File: config.mk
export PLATFORM = sky130hd
export DESIGN_NAME = svpi_front
export DESIGN_NICKNAME = d
export VERILOG_FILES = /design/src/rtl/svpi_pkg.sv /design/src/rtl/svpi_front.sv
export SDC_FILE = /design/constraint.sdc
export NUM_CORES = 2
export LEC_CHECK = 0
export ABC_AREA = 1
export BUFFER_PORTS_ARGS = -buffer_cell sky130_fd_sc_hd__buf_2
export CAP_MARGIN = 10
export CORE_ASPECT_RATIO = 1.4
export CORE_UTILIZATION = 58
export DETAILED_ROUTE_END_ITERATION = 12
export PLACE_DENSITY = 0.76
export SYNTH_ARGS = -nofsm -noshare
export SYNTH_HDL_FRONTEND = slang
export SYNTH_SLANG_ARGS = --single-unit
export TNS_END_PERCENT = 10
File: constraint.sdc
create_clock -name clock -period 13.9 [get_ports clock]
set_input_delay 1.39 -clock clock [delete_from_list [all_inputs] [get_ports clock]]
set_output_delay 1.39 -clock clock [all_outputs]
set_load 0.005 [all_outputs]
File: src/rtl/svpi_pkg.sv
// Shared types, codes and arithmetic helpers for the superheat valve PI controller.
`timescale 1ns / 1ps
`default_nettype none

package svpi_pkg;

   // item kinds on req_tuser
   localparam logic [1:0] FUNC_TICK  = 2'd0;
   localparam logic [1:0] FUNC_REQ   = 2'd1;
   localparam logic [1:0] FUNC_START = 2'd2;

   // external status encoding
   localparam logic [1:0] STATUS_STARTING = 2'd0;
   localparam logic [1:0] STATUS_CLOSE    = 2'd1;
   localparam logic [1:0] STATUS_FIXED    = 2'd2;
   localparam logic [1:0] STATUS_MOD      = 2'd3;

   // register indexes
   localparam logic [2:0] CSR_CONTROL_MODE    = 3'd0;
   localparam logic [2:0] CSR_MANUAL_POSITION = 3'd1;
   localparam logic [2:0] CSR_SETPOINT        = 3'd2;
   localparam logic [2:0] CSR_GAIN_P          = 3'd3;
   localparam logic [2:0] CSR_GAIN_I          = 3'd4;
   localparam logic [2:0] CSR_INT_LIMIT       = 3'd5;
   localparam logic [2:0] CSR_FIXED_POSITION  = 3'd6;
   localparam logic [2:0] CSR_FIXED_INTERVAL  = 3'd7;

   localparam int          SCALE          = 1000;
   localparam logic [9:0]  POSITION_BIAS  = 10'd256;
   localparam logic [9:0]  FIXED_POS_RST  = 10'd256;
   // ceil(2^40 / 1000); exact floor division for magnitudes up to 2^31
   localparam logic [30:0] RECIP_1000     = 31'd1099511628;
   localparam int          RECIP_SHIFT    = 40;

   typedef enum logic [3:0] {
      ST_STARTING = 4'b0001,
      ST_CLOSE    = 4'b0010,
      ST_FIXED    = 4'b0100,
      ST_MOD      = 4'b1000
   } mode_type;

   typedef struct packed {
      logic              control_mode;
      logic [9:0]        manual_position;
      logic signed [15:0] setpoint;
      logic [13:0]       gain_p;
      logic [13:0]       gain_i;
      logic [23:0]       int_limit;
      logic [9:0]        fixed_position;
      logic [30:0]       fixed_interval;
   } cfg_type;

   typedef struct packed {
      logic [1:0]  func;
      logic [1:0]  req_status;
      logic [9:0]  valve_pos;
      logic [31:0] now_tick;
   } item_type;

   // after the multipliers
   typedef struct packed {
      item_type           item;
      logic signed [31:0] prod_i;
      logic signed [31:0] prod_p;
   } prod_type;

   // after the divide by 1000
   typedef struct packed {
      item_type           item;
      logic signed [21:0] q_i;
      logic signed [21:0] p_corr;
   } corr_type;

   // result before the final target scaling
   typedef struct packed {
      logic               target_sel;   // 1: target from target_sum
      logic signed [25:0] target_sum;
      logic [9:0]         target_lit;
      logic               accepted;
      logic [1:0]         status;
      logic               slow;
      logic               preload;
   } res_type;

   // signed divide by 1000, truncating toward zero
   function automatic logic signed [31:0] div1000(input logic signed [31:0] n);
      logic [31:0] mag;
      logic [62:0] prod;
      logic [22:0] qm;
      mag  = n[31] ? 32'(-n) : 32'(n);
      prod = 63'(mag) * 63'(RECIP_1000);
      qm   = prod[62:RECIP_SHIFT];
      return n[31] ? -signed'(32'(qm)) : signed'(32'(qm));
   endfunction

   // symmetric clamp of the integral to +-lim
   function automatic logic signed [24:0] clamp_int(input logic signed [25:0] v,
                                                   input logic [23:0] lim);
      logic signed [25:0] ls;
      logic signed [25:0] r;
      ls = signed'({2'b00, lim});
      r  = v;
      if (r < -ls) r = -ls;
      if (r > ls) r = ls;
      return 25'(r);
   endfunction

   function automatic logic [1:0] mode_code(input mode_type m);
      logic [1:0] c;
      case (m)
         ST_STARTING: c = STATUS_STARTING;
         ST_CLOSE:    c = STATUS_CLOSE;
         ST_FIXED:    c = STATUS_FIXED;
         ST_MOD:      c = STATUS_MOD;
         default:     c = STATUS_STARTING;
      endcase
      return c;
   endfunction

endpackage

`default_nettype wire

File: src/rtl/svpi_front.sv
// Input register with the gain multipliers, then the divide-by-1000 stage.
`timescale 1ns / 1ps
`default_nettype none

module svpi_front
   import svpi_pkg::*;
(
   input  wire logic        clock,
   input  wire logic        reset,
   input  wire cfg_type     cfg,
   input  wire logic        in_valid,
   output logic             in_ready,
   input  wire logic [1:0]  in_func,
   input  wire logic [79:0] in_data,
   output logic             out_valid,
   input  wire logic        out_ready,
   output corr_type         out_item
);

   logic               s1_v_ff, s2_v_ff;
   prod_type           s1_ff, s1_in;
   corr_type           s2_ff, s2_in;
   logic               s1_ready, s2_ready;
   logic signed [17:0] diff;
   logic signed [14:0] gi_s, gp_s;

   assign s2_ready = !s2_v_ff || out_ready;
   assign s1_ready = !s1_v_ff || s2_ready;
   assign in_ready = s1_ready;

   // diff = suction - evaporation - setpoint
   assign diff = 18'(signed'(in_data[17:2])) - 18'(signed'(in_data[33:18]))
               - 18'(cfg.setpoint);
   assign gi_s = signed'({1'b0, cfg.gain_i});
   assign gp_s = signed'({1'b0, cfg.gain_p});

   always_comb begin
      s1_in.item.func       = in_func;
      s1_in.item.req_status = in_data[1:0];
      s1_in.item.valve_pos  = in_data[43:34];
      s1_in.item.now_tick   = in_data[75:44];
      s1_in.prod_i          = 32'(diff) * 32'(gi_s);
      s1_in.prod_p          = 32'(diff) * 32'(gp_s);
   end

   always_comb begin
      s2_in.item   = s1_ff.item;
      s2_in.q_i    = 22'(div1000(s1_ff.prod_i));
      s2_in.p_corr = 22'(div1000(s1_ff.prod_p));
   end

   always_ff @(posedge clock) begin
      if (reset) begin
         s1_v_ff <= 1'b0;
         s2_v_ff <= 1'b0;
      end else begin
         if (s1_ready) s1_v_ff <= in_valid;
         if (s2_ready) s2_v_ff <= s1_v_ff;
      end
   end

   always_ff @(posedge clock) begin
      if (s1_ready && in_valid) s1_ff <= s1_in;
      if (s2_ready && s1_v_ff) s2_ff <= s2_in;
   end

   assign out_valid = s2_v_ff;
   assign out_item  = s2_ff;

endmodule

`default_nettype wire

==> flow_summary.ini <==
[sta]
maxSlewViolCount = 0
setup_viol = 0
grt_setup_unrepaired = no
hold_violations = 0
relSlewSlack_pct = 16.0
period_share_pct = 72.6
fmax_mhz = 99.1
finalCriticalPeriod_ns = 10.09
setup_tns_ns = 0
worst_pin_slew_ns = 1.26
skew_ns = 0.0160

[logic_synthesis]
synthesis.area_sq_mm = 0.0608
synth_largest_area_cell = fa_1
synth.distinct_cells = 55
synth_top_area_share_pct = 35.8
ys_seq_area_share_pct = 9.94
synth_fp_nets = 9534
netlist_instances = 7327
avgSynthCellArea_sq_um = 8.30
ys_ff_latch = 202
async_flop_share_pct = 0
synth_edf_count = 200
yosys_warnings = 0
synth-main-ff-cell = edfxtp_1
synth_area_leaders = fa_1 36%, ha_1 19%, inv_1 12%

[die]
ios = 298
coreArea_sq_mm = 0.104
die_y_microns = 385
die_w_microns = 276
num_rows = 140
dieArea_sq_mm = 0.106
floorplan.initialDensity_pct = 58.4

[cts]
root_buffer = clkbuf_16
htree_levels = 1
cts_tree = done
cts.clk_slew.worst_paths_ns = 0.07
cts_setup_buffers = 0
post_cts_resized = 0
clk_latency_ns = 0.58
clkSinkCount = 202
cts_buffers = 23
ctsHoldBuffers = 0
clockBufferDepth = 3

[drt]
dr.pass1.iters = 6
detail-route-antenna-nets = 0
route.detailed.drc = 0
via_per_inst = 5.34
wl_microns = 165000
wl_per_cell_microns = 18.6
drtIter0Drc = 2835
vias = 47500

[global_route]
antenna_found_initial = 2
grt_pass1_vias = 50900
grt_pass1_wl_microns = 262000
grt-ovfl-total = 0
track_usage_pct = 32.1
grt_start_max_net_pins = 66

[placement]
dp_hpwl_microns = 142000
portBuffers = 217
gp_congestion = 0.990

[critical_path]
path_delay_family = adder cells
crit_slowest_cell = edfxtp_1
setup.worst_path.start_class = register
arrival_ns = 10.43
worstPathRequired_ns = 14.24
r2r_setup_slack_ns = 3.81
path_max_fanout = 10
end_kind = register
critPathMaxStageDelay_ns = 0.64
cp.buffers_inverters = 8
worstSetupPathType = reg2reg

[final_layout]
layout.nets = 9731
drive_gt1_share_pct = 5.15
syn2layout_area_growth_pct = 5.82

[status]
status = completed

[worst_hold_path]
hold_path_class = reg2reg

[flow_run]
maxCapViolCount = 0
-- final timing paths --
path,depth (start not counted),start,to
setup reg to reg,42,s1_ff[0]$_DFFE_PP_,out_item[18]$_DFFE_PP_
hold reg to reg,0,s1_ff[94]$_DFFE_PP_,out_item[74]$_DFFE_PP_
hold / removal,0,s1_ff[94]$_DFFE_PP_,out_item[74]$_DFFE_PP_
setup / recovery,42,s1_ff[0]$_DFFE_PP_,out_item[18]$_DFFE_PP_
-- sequential cells by signal, indices dropped and copies added (netlist names) --
register,flops
s1_ff,110
out_item,90
out_valid,1
s1_v_ff,1
-- Yosys cell counts (4+ instances only) --
library cell,n
a21o_1,8
a21oi_1,175
a31oi_1,11
buf_1,4
buf_2,10
clkbuf_1,72
clkinv_1,10
edfxtp_1,200
fa_1,1088
ha_1,913
inv_1,1951
inv_2,11
nand2_1,1484
nand2_2,14
nand3_1,256
nand3b_1,11
nand4_1,52
nor2_1,649
nor2_2,21
nor3_1,39
nor3_2,6
nor4_1,11
o211ai_1,6
o21a_1,5
o21ai_0,78
o21bai_1,7
o221ai_1,4
or2_2,19
xnor2_1,59
xor2_1,112
-- kinds of logic (layout without fill, tap and decap cells) --
group	after synthesis	count (layout)	share of synthesized area [%]
compound gates	317	317	2.94
buf+inv	2059	2273	12.7
xor+xnor	175	175	2.59
fa+ha+maj	2001	2001	54.6
other cells	0	1	0
flops	202	202	9.94
simple gates	2573	2573	17.2
-- layout make-up --
cell class              count  area [sq um]
fillers                  9056         39700
diodes                      1          2.50
clock inverters            15           174
multi-input cells        5066         47000
clock buffers              27           601
flip-flops and latches    202          6050
inverters                1972          7400
repair buffers            259          1400
well taps                1349          1690
-- worst register-to-register path: cells and delay by family, from the launching register on --
family,cells,cell delay [ns]
simple gates,17,2.38
buf+inv,8,1.07
fa+ha+maj,11,4.27
compound gates,5,0.97
flops,1,0.64
xor+xnor,1,0.54
-- layout by cell type (no fill, tap or decap), types with 19 or more instances in the layout --
cell type     n
nand2_1    1484
buf_4        42
nor2_1      649
nor2_2       21
inv_1      1950
nor3_1       39
o21ai_0      78
ha_1        913
xor2_1      112
buf_2       217
edfxtp_1    200
or2_2        19
nand3_1     256
fa_1       1088
a21oi_1     174
xnor2_1      59
nand4_1      52
clkbuf_16    23
-- metrics by stage --
step           setup WS (ns)  area, sq um  hold WS [ns]  std cells  utilization, %
2_1_floorplan           5.24        60800         0.400       7327               -
3_3_place_gp            3.63        63600         0.400       8848            61.1
3_5_place_dp            3.59        63600         0.405       8848            61.1
6_report                3.81        64400         0.406       8891            61.8
4_1_cts                 3.87        64300         0.411       8890            61.8
5_1_grt                 3.07        64300         0.414       8890            61.8
-- per-layer routing --
layer  up-vias  GRT usage [%]  wire, microns
li1      22400              -              -
met1     23000           37.8          62400
met2      1599           56.3          81700
met3       516           3.83           9540
met4         2           18.4          11300
met5         -              0             15
Power is left out: the tool's default activity adds up to more than one toggle a clock period on the data nets, which glitch-free logic cannot reach.
