==> src/rtl/svpi_pkg.sv <==
// Shared types, codes and arithmetic helpers for the superheat valve PI controller.
`timescale 1ns / 1ps
`default_nettype none

package svpi_pkg;

   // item kinds on req_tuser
   localparam logic [1:0] FUNC_TICK  = 2'd0;
   localparam logic [1:0] FUNC_REQ   = 2'd1;
   localparam logic [1:0] FUNC_START = 2'd2;

   // external status encoding
   localparam logic [1:0] STATUS_STARTING = 2'd0;
   localparam logic [1:0] STATUS_CLOSE    = 2'd1;
   localparam logic [1:0] STATUS_FIXED    = 2'd2;
   localparam logic [1:0] STATUS_MOD      = 2'd3;

   // register indexes
   localparam logic [2:0] CSR_CONTROL_MODE    = 3'd0;
   localparam logic [2:0] CSR_MANUAL_POSITION = 3'd1;
   localparam logic [2:0] CSR_SETPOINT        = 3'd2;
   localparam logic [2:0] CSR_GAIN_P          = 3'd3;
   localparam logic [2:0] CSR_GAIN_I          = 3'd4;
   localparam logic [2:0] CSR_INT_LIMIT       = 3'd5;
   localparam logic [2:0] CSR_FIXED_POSITION  = 3'd6;
   localparam logic [2:0] CSR_FIXED_INTERVAL  = 3'd7;

   localparam int          SCALE          = 1000;
   localparam logic [9:0]  POSITION_BIAS  = 10'd256;
   localparam logic [9:0]  FIXED_POS_RST  = 10'd256;
   // ceil(2^40 / 1000); exact floor division for magnitudes up to 2^31
   localparam logic [30:0] RECIP_1000     = 31'd1099511628;
   localparam int          RECIP_SHIFT    = 40;

   typedef enum logic [3:0] {
      ST_STARTING = 4'b0001,
      ST_CLOSE    = 4'b0010,
      ST_FIXED    = 4'b0100,
      ST_MOD      = 4'b1000
   } mode_type;

   typedef struct packed {
      logic              control_mode;
      logic [9:0]        manual_position;
      logic signed [15:0] setpoint;
      logic [13:0]       gain_p;
      logic [13:0]       gain_i;
      logic [23:0]       int_limit;
      logic [9:0]        fixed_position;
      logic [30:0]       fixed_interval;
   } cfg_type;

   typedef struct packed {
      logic [1:0]  func;
      logic [1:0]  req_status;
      logic [9:0]  valve_pos;
      logic [31:0] now_tick;
   } item_type;

   // after the multipliers
   typedef struct packed {
      item_type           item;
      logic signed [31:0] prod_i;
      logic signed [31:0] prod_p;
   } prod_type;

   // after the divide by 1000
   typedef struct packed {
      item_type           item;
      logic signed [21:0] q_i;
      logic signed [21:0] p_corr;
   } corr_type;

   // result before the final target scaling
   typedef struct packed {
      logic               target_sel;   // 1: target from target_sum
      logic signed [25:0] target_sum;
      logic [9:0]         target_lit;
      logic               accepted;
      logic [1:0]         status;
      logic               slow;
      logic               preload;
   } res_type;

   // signed divide by 1000, truncating toward zero
   function automatic logic signed [31:0] div1000(input logic signed [31:0] n);
      logic [31:0] mag;
      logic [62:0] prod;
      logic [22:0] qm;
      mag  = n[31] ? 32'(-n) : 32'(n);
      prod = 63'(mag) * 63'(RECIP_1000);
      qm   = prod[62:RECIP_SHIFT];
      return n[31] ? -signed'(32'(qm)) : signed'(32'(qm));
   endfunction

   // symmetric clamp of the integral to +-lim
   function automatic logic signed [24:0] clamp_int(input logic signed [25:0] v,
                                                   input logic [23:0] lim);
      logic signed [25:0] ls;
      logic signed [25:0] r;
      ls = signed'({2'b00, lim});
      r  = v;
      if (r < -ls) r = -ls;
      if (r > ls) r = ls;
      return 25'(r);
   endfunction

   function automatic logic [1:0] mode_code(input mode_type m);
      logic [1:0] c;
      case (m)
         ST_STARTING: c = STATUS_STARTING;
         ST_CLOSE:    c = STATUS_CLOSE;
         ST_FIXED:    c = STATUS_FIXED;
         ST_MOD:      c = STATUS_MOD;
         default:     c = STATUS_STARTING;
      endcase
      return c;
   endfunction

endpackage

`default_nettype wire

==> src/rtl/svpi_out.sv <==
// Output stage: scales the PI sum to a step target (or passes the literal target) and packs the response beat.
`timescale 1ns / 1ps
`default_nettype none

module svpi_out
   import svpi_pkg::*;
#(
   parameter int MAX_STEP = 512
) (
   input  wire logic    clock,
   input  wire logic    reset,
   input  wire logic    in_valid,
   output logic         in_ready,
   input  wire res_type in_res,
   output logic         rsp_tvalid,
   input  wire logic    rsp_tready,
   output logic [31:0]  rsp_tdata
);

   localparam logic signed [31:0] MAX_S  = 32'(MAX_STEP);
   localparam logic signed [31:0] HALF_S = 32'(MAX_STEP / 2);

   logic               v_ff;
   logic [31:0]        data_ff, data_in;
   logic signed [31:0] t_raw;
   logic [9:0]         target;

   assign in_ready = !v_ff || rsp_tready;
   assign t_raw    = HALF_S + div1000(32'(in_res.target_sum));

   always_comb begin
      if (!in_res.target_sel) target = in_res.target_lit;
      else if (t_raw < 0) target = '0;
      else if (t_raw > MAX_S) target = 10'(MAX_STEP);
      else target = t_raw[9:0];
   end

   always_comb begin
      data_in        = '0;
      data_in[9:0]   = target;
      data_in[10]    = in_res.accepted;
      data_in[12:11] = in_res.status;
      data_in[13]    = in_res.slow;
      data_in[14]    = in_res.preload;
      data_in[24:15] = in_res.preload ? 10'(MAX_STEP) : 10'd0;
   end

   always_ff @(posedge clock) begin
      if (reset) v_ff <= 1'b0;
      else if (in_ready) v_ff <= in_valid;
   end

   always_ff @(posedge clock) begin
      if (in_ready && in_valid) data_ff <= data_in;
   end

   assign rsp_tvalid = v_ff;
   assign rsp_tdata  = data_ff;

endmodule

`default_nettype wire

==> config.mk <==
export PLATFORM = sky130hd
export DESIGN_NAME = svpi_out
export DESIGN_NICKNAME = d
export VERILOG_FILES = /design/src/rtl/svpi_pkg.sv /design/src/rtl/svpi_out.sv
export SDC_FILE = /design/constraint.sdc
export NUM_CORES = 1
export LEC_CHECK = 0
export BUFFER_PORTS_ARGS = -buffer_cell sky130_fd_sc_hd__buf_2
export CELL_PAD_IN_SITES_DETAIL_PLACEMENT = 2
export CELL_PAD_IN_SITES_GLOBAL_PLACEMENT = 2
export CORE_MARGIN = 1
export CORE_UTILIZATION = 35
export CTS_BUF_LIST = sky130_fd_sc_hd__clkbuf_4
export DETAILED_ROUTE_END_ITERATION = 8
export HOLD_SLACK_MARGIN = 0.1
export PLACE_DENSITY = 0.82
export SYNTH_ARGS = -nofsm -noshare
export SYNTH_HDL_FRONTEND = slang
export SYNTH_SLANG_ARGS = --single-unit
==> constraint.sdc <==
create_clock -name clock -period 14.15 [get_ports clock]
set_input_delay 2.83 -clock clock [delete_from_list [all_inputs] [get_ports clock]]
set_output_delay 2.83 -clock clock [all_outputs]
set_load 0.03 [all_outputs]
==> results.txt <==
The run finished, with violations left. The final reports fail on setup timing. The post-layout minimum cycle time came out at 14.22 ns. The sort of element at the start of the critical path is a primary input. The maximum fanout encountered on the critical timing path is 8. After synthesis, flip-flops and latches occupy 2.620% of the total area. The total buffers and inverters traversed by the critical path came out at 10. The final estimated routing congestion in global placement is 0.9192.

The violation count after the first detailed-route iteration is 971. The worst hold path belongs to the class reg -> reg. The routed wire length is 81500 um. The average size of a mapped cell came out at 9.052 sq um. Setup violations remaining at the end of the flow were counted as 8. The leftover overflow at the end of global routing is 0. By area the synthesized netlist is led by sky130_fd_sc_hd__fa_1 (33%), sky130_fd_sc_hd__ha_1 (26%), sky130_fd_sc_hd__inv_1 (11%). The count of H-tree levels built during CTS is 1. The Yosys step of the flow raised 0 warnings. The relative max-transition margin is 38.10%. The global-route wire length before repair is 112600 um. The maximum buffer depth of the clock tree came out at 2.

The slew at the pin closest to its max-slew limit came out at 0.9218 ns. The total via count in the routed design is 16164. TritonCTS built the clock tree. Counting buffers and inverters, the worst setup path is 42 cells deep. In this run the core area contains 82 standard-cell rows. The number of max-cap violations came out at 0. The cell area after placement came out at 20220 sq um. The buffer type at the clock tree root is sky130_fd_sc_hd__clkbuf_4. The post-synthesis cell type with the largest combined area is sky130_fd_sc_hd__fa_1. The final count of pins violating max slew came to 0. The via count of the first global-routing pass came out at 18659.

After routing, the total negative slack on setup checks comes to -0.4026 ns. For this run, the total global-route usage over all layers was measured as 28.37%. The data arrival time at the worst-slack endpoint is 14.38 ns. Measured on the finished design, the core utilization comes to 42.02%. The initial core utilization came out at 35.65%. The netlist area before placement came out at 17960 sq um. The number of hold violations in the final report was 0. The kind of critical path is in -> reg. Yosys instantiated no cell more often than sky130_fd_sc_hd__inv_1. The layout net count is 2982. The required time at the endpoint of the critical path is 14.30 ns.

The die height came out at 228.5 um. The worst setup path is captured at a flop. The width of the chip is 228.5 um. The number of antenna violations at the first check in global routing is 0.

The total half-perimeter wirelength after legalization and detailed placement is 67490 um. Clock tree synthesis inserted a total of 3 buffers. The post-layout instance area is 21170 sq um. The CTS clock-pin slew for the worst setup and hold paths is 0.10 ns. Dividing the final minimum period by the clock period gives 100.5%. Counting cells, the worst reg-to-reg path comes to 2. The proportion of layout cells with a drive suffix above 1 came out at 16.90%. The share of synthesized flip-flops with an asynchronous set or reset came out at 0%. The total DRC errors in the routed layout came out at 0. The average wire length per cell after detail routing is 27.74 um.

The post-placement setup slack is -0.7243 ns. The share of Yosys cell area claimed by the top area cell type came out at 33.22%. The delay of the slowest cell on the worst path is 0.57 ns. The count of input and output buffers came out at 63. The worst hold path passes through 2 cells. The synthesized netlist cell count came out at 1984.

The commonest cells after synthesis are sky130_fd_sc_hd__inv_1 (525), sky130_fd_sc_hd__ha_1 (371), sky130_fd_sc_hd__fa_1 (298), sky130_fd_sc_hd__nand2_1 (94), sky130_fd_sc_hd__nor2_1 (83). The area growth from synthesis to layout is 17.88%. The mean number of vias per cell is 5.502.

The cell family contributing the most delay on the critical path is adder cells. The later pin in the worst-skew pair is clocked with a latency of 0.31 ns. The clock sink count is 16. Counting the fill cells in the layout gives 5494. The clock skew came out at 0.009645 ns. The highest clock rate came out at 70.31 MHz. In this run the remaining antenna-violating nets after routing total 0. The die covers 52220 sq um. The number of library cell types mapped by synthesis is 96. The first TritonRoute pass finished after 5 iterations. The area inside the core boundary came out at 50380 sq um.

The cell at the slowest stage of the critical path is sky130_fd_sc_hd__fa_1. The synthesized flop and latch total is 16. Entering global routing, the biggest net connects 29 pins.

In the synthesized netlist the dominant register cell turns out to be sky130_fd_sc_hd__edfxtp_1. The number of enable flip-flop cells after synthesis came out at 15. The count of pins on the block boundary came out at 80. The number of antenna repair diodes is 0.

The smallest setup slack after layout is -0.07173 ns.
## worst min-delay path, stage by stage (launching register included)
cell                       delay [ns]
sky130_fd_sc_hd__dfxtp_1         0.33
sky130_fd_sc_hd__nand2b_1        0.10
sky130_fd_sc_hd__a21oi_1         0.08
## final timing paths
check	slack, ns	from	endpoint
min reg2reg	0.54	rsp_tvalid$_SDFFE_PP0N_	rsp_tvalid$_SDFFE_PP0N_
max reg2reg	12.78	rsp_tvalid$_SDFFE_PP0N_	rsp_tdata[0]$_DFFE_PP_
max	-0.07	in_res[15]	rsp_tdata[3]$_DFFE_PP_
min	0.54	rsp_tvalid$_SDFFE_PP0N_	rsp_tvalid$_SDFFE_PP0N_
## final cells by class
class | count | area, sq um | share of cell area [%]
multi-input cells | 1482 | 16190 | 76.50
flip-flops and latches | 16 | 470.5 | 2.222
well taps | 672 | 840.8 | 3.972
clock inverters | 1 | 3.754 | 0.01773
inverters | 525 | 1982 | 9.362
repair buffers | 239 | 1655 | 7.820
clock buffers | 3 | 22.52 | 0.1064
## stage by stage
step / hold slack (ns) / cells
floorplan: 0.8595 / 2069
global placement: 0.4886 / 2896
detailed placement: 0.5211 / 2896
CTS: 0.5342 / 2905
global route: 0.5826 / 2938
finish: 0.5386 / 2938
## cell families after synthesis
logic type                 Yosys count  synth area share (%)
adders and majority gates          669                 59.07
buffers and inverters              571                 12.37
and+or+nand+nor                    360                 10.59
AOI/OAI and AO/OA                  280                 10.98
xor gates and xnor gates            73                 3.560
DFF                                 16                 2.620
muxes                               13                0.7664
other                                2               0.04182
## state kept, by name (all words and copies together), names as in the netlist
| signal | count |
|---|---|
| rsp_tdata | 15 |
| rsp_tvalid | 1 |
## cell usage in the layout, fill, tap and decap left out, types with 41 or more instances in the layout
| cell | count |
|---|---|
| sky130_fd_sc_hd__xnor2_1 | 41 |
| sky130_fd_sc_hd__conb_1 | 87 |
| sky130_fd_sc_hd__a21oi_1 | 61 |
| sky130_fd_sc_hd__fa_1 | 290 |
| sky130_fd_sc_hd__buf_4 | 171 |
| sky130_fd_sc_hd__nor2_1 | 81 |
| sky130_fd_sc_hd__nand2_1 | 90 |
| sky130_fd_sc_hd__buf_2 | 63 |
| sky130_fd_sc_hd__inv_1 | 516 |
| sky130_fd_sc_hd__ha_1 | 356 |
## timing repair
item,in CTS,in global routing
endpoints found under the setup margin,10,10
gates resized for setup,29,101
setup buffers,5,33
hold buffers,0,0
pin swaps,7,42
## layer usage
layer	global-route usage (%)	vias up	part of all wire [%]
li1	-	6931	-
met1	33.21	8346	38
met2	52.43	619	51
met3	2.158	268	4.4
met4	12.86	0	6.8
met5	0	-	0
Power is left out: the tool's default activity adds up to more than one toggle a clock period on the data nets, which glitch-free logic cannot reach.
