**src/rtl/svpi_pkg.sv**
```systemverilog
// Shared types, codes and arithmetic helpers for the superheat valve PI controller.
`timescale 1ns / 1ps
`default_nettype none

package svpi_pkg;

   // item kinds on req_tuser
   localparam logic [1:0] FUNC_TICK  = 2'd0;
   localparam logic [1:0] FUNC_REQ   = 2'd1;
   localparam logic [1:0] FUNC_START = 2'd2;

   // external status encoding
   localparam logic [1:0] STATUS_STARTING = 2'd0;
   localparam logic [1:0] STATUS_CLOSE    = 2'd1;
   localparam logic [1:0] STATUS_FIXED    = 2'd2;
   localparam logic [1:0] STATUS_MOD      = 2'd3;

   // register indexes
   localparam logic [2:0] CSR_CONTROL_MODE    = 3'd0;
   localparam logic [2:0] CSR_MANUAL_POSITION = 3'd1;
   localparam logic [2:0] CSR_SETPOINT        = 3'd2;
   localparam logic [2:0] CSR_GAIN_P          = 3'd3;
   localparam logic [2:0] CSR_GAIN_I          = 3'd4;
   localparam logic [2:0] CSR_INT_LIMIT       = 3'd5;
   localparam logic [2:0] CSR_FIXED_POSITION  = 3'd6;
   localparam logic [2:0] CSR_FIXED_INTERVAL  = 3'd7;

   localparam int          SCALE          = 1000;
   localparam logic [9:0]  POSITION_BIAS  = 10'd256;
   localparam logic [9:0]  FIXED_POS_RST  = 10'd256;
   // ceil(2^40 / 1000); exact floor division for magnitudes up to 2^31
   localparam logic [30:0] RECIP_1000     = 31'd1099511628;
   localparam int          RECIP_SHIFT    = 40;

   typedef enum logic [3:0] {
      ST_STARTING = 4'b0001,
      ST_CLOSE    = 4'b0010,
      ST_FIXED    = 4'b0100,
      ST_MOD      = 4'b1000
   } mode_type;

   typedef struct packed {
      logic              control_mode;
      logic [9:0]        manual_position;
      logic signed [15:0] setpoint;
      logic [13:0]       gain_p;
      logic [13:0]       gain_i;
      logic [23:0]       int_limit;
      logic [9:0]        fixed_position;
      logic [30:0]       fixed_interval;
   } cfg_type;

   typedef struct packed {
      logic [1:0]  func;
      logic [1:0]  req_status;
      logic [9:0]  valve_pos;
      logic [31:0] now_tick;
   } item_type;

   // after the multipliers
   typedef struct packed {
      item_type           item;
      logic signed [31:0] prod_i;
      logic signed [31:0] prod_p;
   } prod_type;

   // after the divide by 1000
   typedef struct packed {
      item_type           item;
      logic signed [21:0] q_i;
      logic signed [21:0] p_corr;
   } corr_type;

   // result before the final target scaling
   typedef struct packed {
      logic               target_sel;   // 1: target from target_sum
      logic signed [25:0] target_sum;
      logic [9:0]         target_lit;
      logic               accepted;
      logic [1:0]         status;
      logic               slow;
      logic               preload;
   } res_type;

   // signed divide by 1000, truncating toward zero
   function automatic logic signed [31:0] div1000(input logic signed [31:0] n);
      logic [31:0] mag;
      logic [62:0] prod;
      logic [22:0] qm;
      mag  = n[31] ? 32'(-n) : 32'(n);
      prod = 63'(mag) * 63'(RECIP_1000);
      qm   = prod[62:RECIP_SHIFT];
      return n[31] ? -signed'(32'(qm)) : signed'(32'(qm));
   endfunction

   // symmetric clamp of the integral to +-lim
   function automatic logic signed [24:0] clamp_int(input logic signed [25:0] v,
                                                   input logic [23:0] lim);
      logic signed [25:0] ls;
      logic signed [25:0] r;
      ls = signed'({2'b00, lim});
      r  = v;
      if (r < -ls) r = -ls;
      if (r > ls) r = ls;
      return 25'(r);
   endfunction

   function automatic logic [1:0] mode_code(input mode_type m);
      logic [1:0] c;
      case (m)
         ST_STARTING: c = STATUS_STARTING;
         ST_CLOSE:    c = STATUS_CLOSE;
         ST_FIXED:    c = STATUS_FIXED;
         ST_MOD:      c = STATUS_MOD;
         default:     c = STATUS_STARTING;
      endcase
      return c;
   endfunction

endpackage

`default_nettype wire

```
**src/rtl/svpi_csr.sv**
```systemverilog
// Configuration register file, write only.
`timescale 1ns / 1ps
`default_nettype none

module svpi_csr
   import svpi_pkg::*;
(
   input  wire logic        clock,
   input  wire logic        reset,
   input  wire logic        csr_we,
   input  wire logic [2:0]  csr_index,
   input  wire logic [30:0] csr_wdata,
   output cfg_type          cfg
);

   cfg_type cfg_ff, cfg_in;

   always_comb begin
      cfg_in = cfg_ff;
      if (csr_we) begin
         case (csr_index)
            CSR_CONTROL_MODE:    cfg_in.control_mode    = csr_wdata[0];
            CSR_MANUAL_POSITION: cfg_in.manual_position = csr_wdata[9:0];
            CSR_SETPOINT:        cfg_in.setpoint        = signed'(csr_wdata[15:0]);
            CSR_GAIN_P:          cfg_in.gain_p          = csr_wdata[13:0];
            CSR_GAIN_I:          cfg_in.gain_i          = csr_wdata[13:0];
            CSR_INT_LIMIT:       cfg_in.int_limit       = csr_wdata[23:0];
            CSR_FIXED_POSITION:  cfg_in.fixed_position  = csr_wdata[9:0];
            CSR_FIXED_INTERVAL:  cfg_in.fixed_interval  = csr_wdata[30:0];
            default: ;
         endcase
      end
   end

   always_ff @(posedge clock) begin
      if (reset) begin
         cfg_ff                 <= '0;
         cfg_ff.control_mode    <= 1'b1;
         cfg_ff.fixed_position  <= FIXED_POS_RST;
      end else begin
         cfg_ff <= cfg_in;
      end
   end

   assign cfg = cfg_ff;

endmodule

`default_nettype wire

```
**config.mk**
```make
export PLATFORM = sky130hd
export DESIGN_NAME = svpi_csr
export DESIGN_NICKNAME = d
export VERILOG_FILES = /design/src/rtl/svpi_pkg.sv /design/src/rtl/svpi_csr.sv
export SDC_FILE = /design/constraint.sdc
export NUM_CORES = 1
export LEC_CHECK = 0
export BUFFER_PORTS_ARGS = -buffer_cell sky130_fd_sc_hd__clkbuf_2
export CORE_ASPECT_RATIO = 1.25
export CORE_UTILIZATION = 50
export CTS_CLUSTER_SIZE = 10
export DETAILED_ROUTE_END_ITERATION = 10
export PLACE_DENSITY = 0.79
export SLEW_MARGIN = 20
export SYNTH_ARGS = -nofsm -noshare
export SYNTH_HDL_FRONTEND = slang
export SYNTH_SLANG_ARGS = --single-unit
```
**constraint.sdc**
```tcl
create_clock -name clock -period 1 [get_ports clock]
set_input_delay 0.05 -clock clock [delete_from_list [all_inputs] [get_ports clock]]
set_output_delay 0.05 -clock clock [all_outputs]
set_load 0.1 [all_outputs]
```
==> flow_summary_export.csv, run 1 <==
group,metric,value,unit
clock_network,htreeDepth,4,
clock_network,cts_root_buf,"clkbuf_16",
logic_synthesis,synth_fa_ha_area_frac,0,
placed_design,io_buffer_count,156,
global_routing,grt_max_degree,42,
global_routing,antenna_found_initial,0,
logic_synthesis,synthDistinctLibCells,16,
outcome,stop_stage,"global routing (5_1_grt)",
floorplanning,rows,40,
logic_synthesis,synthXorXnorAreaFrac,0,
logic_synthesis,ys.flop_type,"dfxtp_1",
floorplanning,start_util,0.514,
logic_synthesis,syn_area_per_cell,11.2,um2
outcome,firstError,"[ERROR DPL-0033] detailed placement checks failed during check placement.",
placed_design,gp_congestion,0.796,
logic_synthesis,synth_seq_cells,120,
logic_synthesis,synth_area,0.00491,mm2
floorplanning,die_x,90.7,um
logic_synthesis,yosysWarnings,0,
logic_synthesis,synth-edff-count,0,
logic_synthesis,yosys.area.top_type,"dfxtp_1",
clock_network,clock-sinks,120,
logic_synthesis,syn_inst,439,
logic_synthesis,synthSimpleGateAreaFrac,0.223,
logic_synthesis,yosysSeqAreaShare,0.489,
logic_synthesis,ys_top_cells_by_area,"dfxtp_1 49%, mux2i_1 24%, nand2b_1 19%",
outcome,outcome,"did not finish",
logic_synthesis,synth_commonest_cells,"149 x nand2b_1, 120 x dfxtp_1, 120 x mux2i_1, 14 x clkbuf_1, 8 x buf_6",
logic_synthesis,synth_nets,476,
clock_network,cts_buffers,17,
clock_network,clockBufferDepth,2,
logic_synthesis,async_flop_share,0,
logic_synthesis,synth_top_family_by_area,"multiplexers",
logic_synthesis,synthMostInstantiatedCell,"nand2b_1",
sta,postGrtWorstEndpoint,"cfg[74]",
logic_synthesis,synth_mux_area_frac,0.244,
floorplanning,num_io_pins,157,
placed_design,dp_hpwl,9.89,mm
logic_synthesis,synth_compound_area_frac,0,
logic_synthesis,synth_top_area_frac,0.489,
sta,worstEpCategory,"primary output",
floorplanning,die-height,113,um
-- cell families after synthesis --
| family | after synthesis |
|---|---|
| buf+inv | 34 |
| mux | 120 |
| simple gates | 165 |
| flops | 120 |
-- metrics by stage --
stage | hold slack (ns) | instances | TNS [ns] | worst slack (ns) | instance area [um2]
4_1_cts | 0.0296 | 808 | -0.565 | -0.0212 | 9020
3_5_place_dp | 0.303 | 708 | -1.14 | -0.0718 | 7850
3_3_place_gp | 0.296 | 708 | -0.0288 | -0.0288 | 7850
2_1_floorplan | 0.198 | 439 | 0 | 0.0727 | 5060
-- repair_timing --
item / 4_1_cts
pin swaps: 0
gates resized for setup: 10
setup buffers: 49
hold buffers: 19
endpoints found under the setup margin: 103
cloned: 0
endpoints found under the hold margin: 30
==> run 2: changes to the inputs <==
--- a/config.mk
+++ b/config.mk
@@ -6,11 +6,9 @@
 export NUM_CORES = 1
 export LEC_CHECK = 0
 export BUFFER_PORTS_ARGS = -buffer_cell sky130_fd_sc_hd__clkbuf_2
-export CORE_ASPECT_RATIO = 1.25
-export CORE_UTILIZATION = 50
-export CTS_CLUSTER_SIZE = 10
+export CORE_UTILIZATION = 35
 export DETAILED_ROUTE_END_ITERATION = 10
-export PLACE_DENSITY = 0.79
+export PLACE_DENSITY_LB_ADDON = 0.15
 export SLEW_MARGIN = 20
 export SYNTH_ARGS = -nofsm -noshare
 export SYNTH_HDL_FRONTEND = slang
==> flow_summary_export.csv, run 2 <==
group,metric,value,unit
placed_design,placed_area,0.00793,mm2
cells_and_area,diodes,0,
route,wl_per_cell,16.4,um
cells_and_area,nNetsFinal,697,
global_routing,track_usage,0.202,
cells_and_area,stdcell_area,0.00906,mm2
global_routing,first_global_vias,4165,
worst_setup_path,reg2reg_to,"cfg[106]",
sta,setup_tns,0,ns
cells_and_area,most-common-layout-cells,"149 x nand2b_1, 128 x buf_12, 120 x mux2i_1, 94 x dfxtp_2, 53 x buf_4",
sta,min_period,0.998,ns
floorplanning,die-height,121,um
sta,setup_viol,0,
power,ir_drop,1.04,mV
clock_network,htreeDepth,4,
worst_setup_path,rrSetupSlack,0.16,ns
logic_synthesis,synth_area,0.00491,mm2
global_routing,antenna_found_initial,0,
global_routing,grt_max_degree,33,
floorplanning,die_area,0.0145,mm2
worst_setup_path,r2r_start,"cfg[106]",
logic_synthesis,synth-edff-count,0,
logic_synthesis,yosysSeqAreaShare,0.489,
min_path,hold_path.class,"primary input to flip-flop",
placed_design,gp_congestion,0.766,
worst_setup_path,startpoint_type,"flip-flop",
clock_network,cts_buffers,17,
power,power.internal,0.00964,W
cells_and_area,area_delta_synth_final,84.4,%
logic_synthesis,synth_commonest_cells,"149 x nand2b_1, 120 x dfxtp_1, 120 x mux2i_1, 14 x clkbuf_1, 8 x buf_6",
cells_and_area,layout_commonest_cell,"nand2b_1",
cells_and_area,fin_cells,848,
sta,worstMarginPinSlew,0.468,ns
logic_synthesis,syn_area_per_cell,11.2,um2
clock_network,cts_tree,"built",
logic_synthesis,synthMostInstantiatedCell,"nand2b_1",
flow_run,max_cap_violations,0,
floorplanning,num_io_pins,157,
worst_setup_path,critPathRequiredTime,0.95,ns
sta,fin_hold_ws,0.0476,ns
route,drt-total-wl,13.9,mm
worst_setup_path,end_kind,"output port",
logic_synthesis,async_flop_share,0,
sta,grt_setup_unrepaired,"yes",
route,drtIter0Drc,151,
global_routing,overflow,0,
sta,drv_slew,0,
sta,period_share,0.998,
floorplanning,start_util,0.365,
worst_setup_path,crit_fanout,2,
worst_setup_path,cpMaxStageDelayCell,"dfxtp_4",
sta,hold_violations,0,
global_routing,grt_pass1_wl,22.3,mm
logic_synthesis,ys.flop_type,"dfxtp_1",
clock_network,clockBufferDepth,2,
outcome,outcome,"finished, final reports clean",
route,firstDrtPassIters,5,
min_path,holdCritStartpoint,"csr_wdata[11]",
logic_synthesis,ys_top_cells_by_area,"dfxtp_1 49%, mux2i_1 24%, nand2b_1 19%",
clock_network,clk_pin_slew,0.05,ns
floorplanning,rows,42,
logic_synthesis,syn_inst,439,
cells_and_area,post_route_cells_drive_above_1_share,0.546,
placed_design,dp.cells,761,
power,sw_frac_of_total,0.257,
logic_synthesis,yosysWarnings,0,
power,p_clk_frac,0.464,
logic_synthesis,synth_seq_cells,120,
placed_design,dp_hpwl,9.91,mm
logic_synthesis,synth_top_area_frac,0.489,
worst_setup_path,cp_cell_sequence,"buf_12",
worst_setup_path,critPathTopFamily,"flip-flops",
clock_network,clock-sinks,120,
floorplanning,core_area,0.0135,mm2
logic_synthesis,synth_nets,476,
logic_synthesis,synthDistinctLibCells,16,
worst_setup_path,setup.worst_path.class,"flip-flop to output port",
power,p_per_area,1430,mW/mm2
clock_network,cts_root_buf,"clkbuf_16",
worst_setup_path,worstPathArrival,0.95,ns
route,vias,3882,
power,seqPwrFrac,0.384,
power,switching_power,0.00333,W
placed_design,io_buffer_count,156,
worst_setup_path,cp_num_buf_inv,1,
min_path,hold_end,"cfg[52]",
route,drc,0,
sta,finalClockSkew,0,ns
clock_network,clk_latency,0.40,ns
power,leakage,4.09,nW
min_path,hold_depth,3,
worst_setup_path,r2r_cells,4,
sta,slew_headroom,0.688,
logic_synthesis,yosys.area.top_type,"dfxtp_1",
sta,max_clock_freq,1.00,GHz
floorplanning,die_x,121,um
power,combPwrFrac,0.152,
route,routed_via_density,4.58,
worst_setup_path,critPathMaxStageDelay,0.37,ns
cells_and_area,largest_reg_flops,120,
route,detail-route-antenna-nets,0,
-- run 2: worst max-delay path by stage --
| stage | startpoint | to | slack [ns] | depth (start not counted) |
|---|---|---|---|---|
| 2_1_floorplan | cfg[39] | cfg[39] | 0.07 | 2 |
| 3_3_place_gp | reset | cfg[99] | -0.02 | 3 |
| 3_5_place_dp | reset | cfg[98] | -0.08 | 3 |
| 4_1_cts | cfg[0] | cfg[0] | -0.02 | 1 |
| 5_1_grt | cfg[65] | cfg[65] | -0.04 | 1 |
| 6_report | cfg[65] | cfg[65] | 0.002 | 1 |
-- run 2: repair_timing --
action	4_1_cts	5_1_grt
gates resized for setup	11	15
hold buffers	20	0
endpoints found under the hold margin	32	0
endpoints found under the setup margin	80	120
buffers inserted	17	19
-- run 2: power by group through the flow --
stage               Clock, W  Combinational, W  Sequential, W
floorplan                  0          0.000445        0.00583
global placement           0           0.00185        0.00513
detailed placement         0           0.00187        0.00514
CTS                  0.00612           0.00196        0.00501
global route         0.00635           0.00205        0.00499
finish               0.00602           0.00197        0.00498
-- run 2: kinds of logic (layout without fill, tap and decap cells) --
family | after synthesis | in the layout | synth area share
and+or+nand+nor | 165 | 165 | 0.223
buffers and inverters | 34 | 267 | 0.0443
DFF | 120 | 120 | 0.489
muxes | 120 | 120 | 0.244
-- run 2: layout make-up --
| cell class | count | area [um2] |
|---|---|---|
| Clock inverter | 7 | 91.3 |
| Timing Repair Buffer | 236 | 3340 |
| Clock buffer | 24 | 502 |
| Tap cell | 176 | 220 |
| Fill cell | 995 | 4390 |
| Multi-Input combinational cell | 285 | 2290 |
| Sequential cell | 120 | 2620 |
-- run 2: metrics by stage --
step	total power [W]	utilization	setup slack (ns)
final	0.0130	0.674	0.00243
after global routing	0.0134	0.674	-0.0372
after CTS	0.0131	0.660	-0.0200
after detailed placement	0.00701	0.590	-0.0778
after global placement	0.00698	0.590	-0.0217
after floorplan	0.00627	-	0.0727
-- run 2: metal layers --
layer / track usage / vias up / part of all wire
met5: 0 / - / 0
met4: 0.0633 / 0 / 0.013
met3: 0.0807 / 14 / 0.068
met2: 0.340 / 108 / 0.50
met1: 0.235 / 1856 / 0.42
li1: - / 1904 / -
Note: power is estimated with default switching activity, not from simulation.
